## src/design/sprite_xor_framebuffer_draw_core_assert.svh

```systemverilog
// Assertion macros for the sprite frame buffer core.
`ifndef SPRITE_XOR_FRAMEBUFFER_DRAW_CORE_ASSERT_SVH
`define SPRITE_XOR_FRAMEBUFFER_DRAW_CORE_ASSERT_SVH

`ifndef ASSERT_OFF
`define SXFD_ASSERT_IMP(lbl, ante, cons) \
  lbl: assert property (@(posedge clk) disable iff (!rst_n) (ante) |-> (cons)) \
    else $error("sxfd: assertion failed");
`define SXFD_ASSERT_NXT(lbl, ante, cons) \
  lbl: assert property (@(posedge clk) disable iff (!rst_n) (ante) |=> (cons)) \
    else $error("sxfd: assertion failed");
`else
`define SXFD_ASSERT_IMP(lbl, ante, cons)
`define SXFD_ASSERT_NXT(lbl, ante, cons)
`endif

`endif

```

## src/design/sxfd_pkg.sv

```systemverilog
package sxfd_pkg;

  localparam int DEF_HI_WIDTH  = 128;
  localparam int DEF_HI_HEIGHT = 64;
  localparam int DEF_LO_WIDTH  = 64;
  localparam int DEF_LO_HEIGHT = 32;

  // offset + coordinate + row fits in nine bits
  localparam int SUM_W = 9;
  localparam int RCP_W = 8;
  localparam int SPR_W = 8;

  typedef logic [1:0] opcode_t;
  localparam opcode_t OP_DRAW  = 2'd0;
  localparam opcode_t OP_CLEAR = 2'd1;
  localparam opcode_t OP_READ  = 2'd2;

  typedef logic [1:0] cfg_idx_t;
  localparam cfg_idx_t CFG_HIGH_RES = 2'd0;
  localparam cfg_idx_t CFG_SCROLL_X = 2'd1;
  localparam cfg_idx_t CFG_SCROLL_Y = 2'd2;

  typedef enum logic [3:0] {
    ST_IDLE = 4'b0001,
    ST_RED  = 4'b0010,
    ST_RD   = 4'b0100,
    ST_WR   = 4'b1000
  } state_t;

  typedef struct packed {
    logic load;
    logic reduce;
    logic mask;
  } addr_ctl_t;

  typedef struct packed {
    logic rd;
    logic wr;
    logic clr;
  } mem_ctl_t;

endpackage

```

## src/design/sxfd_addr.sv

```systemverilog
module sxfd_addr import sxfd_pkg::*; #(
  parameter int HI_WIDTH  = DEF_HI_WIDTH,
  parameter int HI_HEIGHT = DEF_HI_HEIGHT,
  parameter int LO_WIDTH  = DEF_LO_WIDTH,
  parameter int LO_HEIGHT = DEF_LO_HEIGHT,
  parameter int FB_COLS   = DEF_HI_WIDTH,
  parameter int FB_LINES  = DEF_HI_HEIGHT
) (
  input  logic                        clk,
  input  addr_ctl_t                   ctl,
  input  logic                        hr,
  input  logic [SUM_W-1:0]            sum_x,
  input  logic [SUM_W-1:0]            sum_y,
  input  logic [SPR_W-1:0]            sprite,
  output logic [$clog2(FB_COLS)-1:0]  col,
  output logic [$clog2(FB_LINES)-1:0] line,
  output logic [FB_COLS-1:0]          mask
);

  localparam int CW = $clog2(FB_COLS);
  localparam int LW = $clog2(FB_LINES);
  localparam int PW = SUM_W + RCP_W;
  localparam logic [RCP_W-1:0] RCP_HI_W = RCP_W'((1 << SUM_W) / HI_WIDTH);
  localparam logic [RCP_W-1:0] RCP_LO_W = RCP_W'((1 << SUM_W) / LO_WIDTH);
  localparam logic [RCP_W-1:0] RCP_HI_H = RCP_W'((1 << SUM_W) / HI_HEIGHT);
  localparam logic [RCP_W-1:0] RCP_LO_H = RCP_W'((1 << SUM_W) / LO_HEIGHT);

  logic             hr_r;
  logic [SUM_W-1:0] vx_r, vy_r;
  logic [RCP_W-1:0] qx_r, qy_r;
  logic [SPR_W-1:0] spr_r;
  logic [CW-1:0]    col_r;
  logic [LW-1:0]    line_r;
  logic [FB_COLS-1:0] mask_r, mask_nxt;

  logic [RCP_W-1:0] rcp_x, rcp_y;
  logic [PW-1:0]    prod_x, prod_y, qw_x, qw_y;
  logic [SUM_W-1:0] w_sel, h_sel, rx, ry, cx, cy;

  assign rcp_x  = hr ? RCP_HI_W : RCP_LO_W;
  assign rcp_y  = hr ? RCP_HI_H : RCP_LO_H;
  assign prod_x = PW'(sum_x) * PW'(rcp_x);
  assign prod_y = PW'(sum_y) * PW'(rcp_y);

  assign w_sel = hr_r ? SUM_W'(HI_WIDTH)  : SUM_W'(LO_WIDTH);
  assign h_sel = hr_r ? SUM_W'(HI_HEIGHT) : SUM_W'(LO_HEIGHT);
  assign qw_x  = PW'(qx_r) * PW'(w_sel);
  assign qw_y  = PW'(qy_r) * PW'(h_sel);
  assign rx    = vx_r - qw_x[SUM_W-1:0];
  assign ry    = vy_r - qw_y[SUM_W-1:0];
  assign cx    = (rx >= w_sel) ? rx - w_sel : rx;
  assign cy    = (ry >= h_sel) ? ry - h_sel : ry;

  always_comb begin
    logic [CW:0] ck;
    mask_nxt = '0;
    ck       = '0;
    for (int k = 0; k < SPR_W; k++) begin
      ck = {1'b0, col_r} + (CW+1)'(k);
      if (ck >= (CW+1)'(w_sel)) begin
        ck = ck - (CW+1)'(w_sel);
      end
      if (spr_r[SPR_W-1-k]) begin
        mask_nxt[ck[CW-1:0]] = 1'b1;
      end
    end
  end

  always_ff @(posedge clk) begin
    if (ctl.load) begin
      hr_r  <= hr;
      vx_r  <= sum_x;
      vy_r  <= sum_y;
      qx_r  <= prod_x[PW-1:SUM_W];
      qy_r  <= prod_y[PW-1:SUM_W];
      spr_r <= sprite;
    end
    if (ctl.reduce) begin
      col_r  <= cx[CW-1:0];
      line_r <= cy[LW-1:0];
    end
    if (ctl.mask) begin
      mask_r <= mask_nxt;
    end
  end

  assign col  = col_r;
  assign line = line_r;
  assign mask = mask_r;

endmodule

```

## config.mk

```make
export PLATFORM = sky130hd
export DESIGN_NAME = sxfd_addr
export DESIGN_NICKNAME = d
export VERILOG_FILES = /design/src/design/sprite_xor_framebuffer_draw_core_assert.svh /design/src/design/sxfd_pkg.sv /design/src/design/sxfd_addr.sv
export SDC_FILE = /design/constraint.sdc
export NUM_CORES = 1
export LEC_CHECK = 0
export BUFFER_PORTS_ARGS = -buffer_cell sky130_fd_sc_hd__buf_2
export CORE_UTILIZATION = 35
export CTS_BUF_LIST = sky130_fd_sc_hd__clkbuf_16
export CTS_CLUSTER_SIZE = 40
export DETAILED_ROUTE_END_ITERATION = 10
export REMOVE_ABC_BUFFERS = 1
export SLEW_MARGIN = 20
export SYNTH_ARGS = -nofsm -noshare
export SYNTH_HDL_FRONTEND = slang
export SYNTH_SLANG_ARGS = --single-unit
```

## constraint.sdc

```tcl
create_clock -name clk -period 5.4 [get_ports clk]
set_clock_uncertainty 0.2 [all_clocks]
set_input_delay 1.35 -clock clk [delete_from_list [all_inputs] [get_ports clk]]
set_output_delay 1.35 -clock clk [all_outputs]
set_load 0.05 [all_outputs]
```

After elaboration in Yosys (flattened, before gate mapping):

Cells that the tools add are included.

* output and inout bits: 141
* bits of input ports: 31
* memories kept: 0
* ROM bits: 0
* latch bits: 0
* memory bits (writable): 0
* logic and storage cells: 111
* bits in registers: 184

* eq/ne operators: 0
* magnitude comparators: 26
* bitwise logic cells: 7
* multiplexer cells: 38
* reductions and logical operators: 8
* multipliers: 4
* add/subtract/negate cells: 19
* shifts and indexed selects: 0
* divide/modulo/power cells: 0

Operators by type and width (number)
* 128-bit two-way mux: 8
* 128-bit bitwise OR: 7
* 7-bit two-way mux: 10
* 7-bit by 8-bit < comparator with 1-bit output (second input constant): 8
* 7-bit subtractor: 9
* 1-bit demux with 7-bit select: 8
* 7-bit by 1-bit greater-or-equal comparator with 1-bit output (second input constant): 8
* 8-bit greater-or-equal comparator: 7
* 7-bit by 3-bit adder with 8-bit output (second input constant): 4
* 9-bit subtractor: 2
* 7-bit by 2-bit adder with 8-bit output (second input constant): 2
* 9-bit by 5-bit multiplier with 14-bit output: 1
* 9-bit by 4-bit multiplier with 13-bit output: 1
* 9-bit by 7-bit greater-or-equal comparator with 1-bit output: 1
* 9-bit by 8-bit greater-or-equal comparator with 1-bit output: 1
* 8-bit by 7-bit multiplier with 9-bit output: 1
* 8-bit by 8-bit multiplier with 9-bit output: 1
* 7-bit by 1-bit adder with 8-bit output (second input constant): 1
* 7-bit by 8-bit greater-or-equal comparator with 1-bit output: 1
* 1-bit logical AND: 8
* 1-bit two-way mux: 8
* 8-bit two-way mux: 1
* 6-bit two-way mux: 1
* 6-bit subtractor: 1
* other kinds (2): 2

Logic depth before layout (Yosys ltp):

* depth in word-level cells: 22
* gate-level depth with buffers: 19
* depth with buffers taken out: 13

Worst setup path before layout:

Ideal clock, no wire load.

* path kind: register to register
* start: reg col_r[2] (netlist: col[2])
* end: reg mask_r[46] (netlist: mask[46]), data pin
* data required time: 4.928 ns
* slack: 1.012 ns
* stages on the path, launching flop included: 18
* clock period less this slack: 4.388 ns
* arrival time: 3.917 ns
* path buffers: 5
* setup time: 0.272 ns
* cell sequence: edfxtp_1 > buf_6 > buf_6 > buf_4 > inv_1 > buf_2 > ha_1 > buf_2 > a21o_1 > a221oi_2 > ha_1 > nor2b_1 > nor2_1 > mux2_4 > and2_1 > nand2_2 > o221ai_2 > or4_1

* cells in the longest elaborated chain, start to end: 21

RTL lines
* from (decl): line sxfd_addr.sv:32 `logic [CW-1:0] col_r;`
* from (signal assigned): line sxfd_addr.sv:79 `col_r <= cx[CW-1:0];`
* 7-bit by 1-bit adder with 8-bit output, or another cell as far along: line sxfd_addr.sv:59 `ck = {1'b0, col_r} + (CW+1)'(k);`
* 7-bit subtractor, or another cell as far along: line sxfd_addr.sv:61 `ck = ck - (CW+1)'(w_sel);`
* 7-bit two-way mux, or another cell as far along: line sxfd_addr.sv:60 `if (ck >= (CW+1)'(w_sel)) begin`
* 7-bit by 8-bit < comparator with 1-bit output (not written as such), or another cell as far along: line sxfd_addr.sv:64 `mask_nxt[ck[CW-1:0]] = 1'b1;`
* 1-bit logical AND (not written as such) or 1-bit two-way mux (tied branches): line sxfd_addr.sv:64
* 1-bit two-way mux (not written as such) or 1-bit demux with 7-bit select (tied branches): line sxfd_addr.sv:64
* 1-bit demux with 7-bit select or 128-bit two-way mux (tied branches): line sxfd_addr.sv:64, sxfd_addr.sv:63
* 128-bit bitwise OR (no source line)
* [6 not listed]
* 128-bit two-way mux: line sxfd_addr.sv:63 `if (spr_r[SPR_W-1-k]) begin`
* 128-bit bitwise OR (no source line)
* 128-bit two-way mux: line sxfd_addr.sv:63
* 128-bit bitwise OR (no source line)
* 128-bit two-way mux: line sxfd_addr.sv:63
* 128-bit bitwise OR (no source line)
* 128-bit two-way mux *: line sxfd_addr.sv:63
* net mask_nxt[46]: line sxfd_addr.sv:34 `logic [FB_COLS-1:0] mask_r, mask_nxt;`
* to (signal assigned): line sxfd_addr.sv:83 `mask_r <= mask_nxt;`
* to (decl): line sxfd_addr.sv:34

Mark *: on every way through the listed nets, which the timed path passes. The rest lies on a longest branch.
A chain may end at the register's enable or synchronous reset.

Worst setup path in the final report:

* start: reg col_r[2] (netlist: col[2])
* end: reg mask_r[80] (netlist: mask[80]), data pin

The elaborated chain is that of the path after synthesis.

==> results.py <==
metrics = {
    "status": {
        "outcome": "finished clean",
    },
    "setup_path": {
        "setup.worst_path.end_class": "flip-flop",
        "crit_arrival_ns": 4.96,
        "rrSetupSlack_ns": 0.44,
        "critPathLaunchType": "flip-flop",
        "cp.required_ns": 5.40,
        "critPathKind": "reg2reg",
        "worstPathMaxFanout": 12,
    },
    "layout": {
        "final-seq-area_um2": 5255,
        "drive_above_1_share_pct": 18.48,
        "fin_area_um2": 18350,
        "fillers": 4703,
        "areaGrowthSynthToFinish_pct": 14.06,
        "fin_util_pct": 40.43,
        "multi_input_area_um2": 10130,
        "num-nets-final": 2149,
    },
    "placed_design": {
        "hpwl_um": 79860,
        "numPortBuffers": 171,
        "gp_congestion": 1.110,
        "place_area_um2": 17720,
    },
    "floorplan": {
        "start_util_pct": 35.44,
        "core_area_um2": 45380,
        "die_h_um": 216.4,
        "ios": 172,
        "die_w_um": 216.4,
        "die_area_um2": 46820,
        "rows": 78,
    },
    "cts": {
        "post_cts_buffers": 0,
        "clk_pin_slew_ns": 0.07,
        "cts_made_buffers": 17,
        "ctsHoldBuffers": 0,
        "clockBufferDepth": 2,
        "insertion_delay_ns": 0.50,
        "ctsResizeCount": 0,
        "cts.sinks": 175,
        "htree_levels": 4,
        "cts_tree": "built",
        "cts_root_buf": "clkbuf_16",
    },
    "global_routing": {
        "antenna_found_initial": 6,
        "grt-ovfl-total": 0,
        "grt_util_all_layers_pct": 45.04,
        "grt_max_degree": 70,
        "grt_pass1_vias": 18540,
        "grt_pass1_wl_um": 145600,
    },
    "drt": {
        "route.detailed.drc": 0,
        "vias": 19490,
        "drt-initial-drc-count": 3192,
        "routed_wl_um": 107300,
        "final_antenna_net_count": 0,
        "wl_per_cell_um": 40.23,
        "drt_first_pass_iters": 7,
        "viasPerCell": 7.303,
    },
    "timing": {
        "finalSetupViolCount": 0,
        "rsz0062_at_grt": "no",
        "timing.hold.ws_ns": 0.2582,
        "fin_tns_setup_ns": 0,
        "hold_viol_final": 0,
        "finalMaxSlewViolations": 0,
        "max_freq_mhz": 201.5,
        "worst-slew-pin-transition_ns": 1.298,
        "post-route-min-period_ns": 4.962,
        "relSlewSlack_pct": 13.09,
        "period_share_pct": 91.90,
    },
    "logic_synthesis": {
        "yosys.area.top_type": "edfxtp_1",
        "synth.area.top_cells": "edfxtp_1 33%, nand2_1 6.2%, o22ai_1 6.1%",
        "ys_seq_area_share_pct": 32.67,
        "synth_flop_cell": "edfxtp_1",
        "synth_commonest_cells": "264 x nand2_1, 222 x nor2_1, 175 x edfxtp_1",
        "synth.most_common_cell": "nand2_1",
        "yosys_register_bits": 175,
        "syn_avg_cell_area_um2": 8.506,
        "yosysTopAreaCellShare_pct": 32.67,
        "yosys_warnings": 0,
        "netlist-cell-type-count": 104,
        "synth-edff-count": 175,
        "synth_area_um2": 16080,
        "synth_cells": 1891,
        "async_flop_share_pct": 0,
    },
    "power_and_ir_drop": {
        "irDropWorstVdd_v": 0.0002165,
        "power_density_nw_per_um2": 365.9,
        "p_leak_nw": 6.342,
    },
    "job": {
        "maxCapViolCount": 0,
    },
    "hold_path": {
        "hp-class": "reg2reg",
    },
}
## final timing paths
check             startpoint       end  depth (start not counted)
hold reg to reg      vx_r[4]    col[4]                          0
setup / recovery      col[2]  mask[80]                         12
hold / removal       vx_r[4]    col[4]                          0
setup reg to reg      col[2]  mask[80]                         12
## state kept, by name, indices dropped and copies added, names as in the netlist
register and flops:
col 7, hr_r 1, line 6, mask 128
qx_r 3, qy_r 4, spr_r 8, vx_r 9
vy_r 9
## report_power, final
group | switching [mW] | internal, mW
combinational | 2.86 | 0.756
sequential | 0.0689 | 1.67
clock | 0.591 | 0.770
total | 3.52 | 3.19
## routing by layer
metal  vias to the layer above  GRT usage [%]  part of all wire, %
met5                         -              0                0.063
met4                         8          33.36                  8.7
met3                       522          16.31                   14
met2                      1880          64.98                   41
met1                      9349          54.83                   36
li1                       7726              -                    -
## metrics by stage
step                power (mW)  setup slack [ns]  cells
floorplan                3.574            0.1345   1783
global placement         5.123            0.9490   2636
detailed placement       5.116            0.8249   2636
CTS                      6.496            0.7980   2666
global route             6.771            0.4222   2668
finish                   6.712            0.4376   2668
## cells by family after synthesis
| kind of cell | synth area share (%) |
|---|---|
| and+or+nand+nor | 24.54 |
| adders and majority gates | 4.916 |
| other | 0.02331 |
| muxes | 1.758 |
| xor gates and xnor gates | 3.049 |
| DFF | 32.67 |
| buffers and inverters | 4.909 |
| AOI/OAI and AO/OA | 28.14 |
## cells in the final DEF, fill, tap and decap left out, drive strengths merged, types with 17 or more instances in the layout
cell and instances:
xnor2 29, mux2 17, inv 26, o221ai 79
buf 254, o211ai 35, a211oi 45, o21ai 39
nor2b 29, nand3 109, nand2 271, nor2 226
xor2 18, edfxtp 175, a21oi 47, and2 17
a22oi 45, a32oi 17, a2111oi 19, nand2b 26
clkbuf 17, ha 60, nor3 79, o22ai 157
a221oi 33
## critical path, stage by stage, from the launching register on
cell and delay (ns):
edfxtp_1 0.43, inv_1 0.32, ha_1 0.43, nand2_1 0.12, a221oi_2 0.52, ha_1 0.24, nor2b_1 0.06, nor2_1 0.30
mux2_4 0.40, a21o_1 0.21, nor2_1 0.29, nand2_1 0.40, o31ai_1 0.73
## layout make-up
cell class	count	share of cell area (%)
Timing Repair Buffer	254	8.232
Inverter	24	0.4910
Sequential cell	175	28.64
Clock buffer	17	2.319
Tap cell	600	4.092
Antenna cell	1	0.01364
Multi-Input combinational cell	1584	55.19
Clock inverter	13	1.016
No activity file was read; power rests on OpenSTA's default activity.
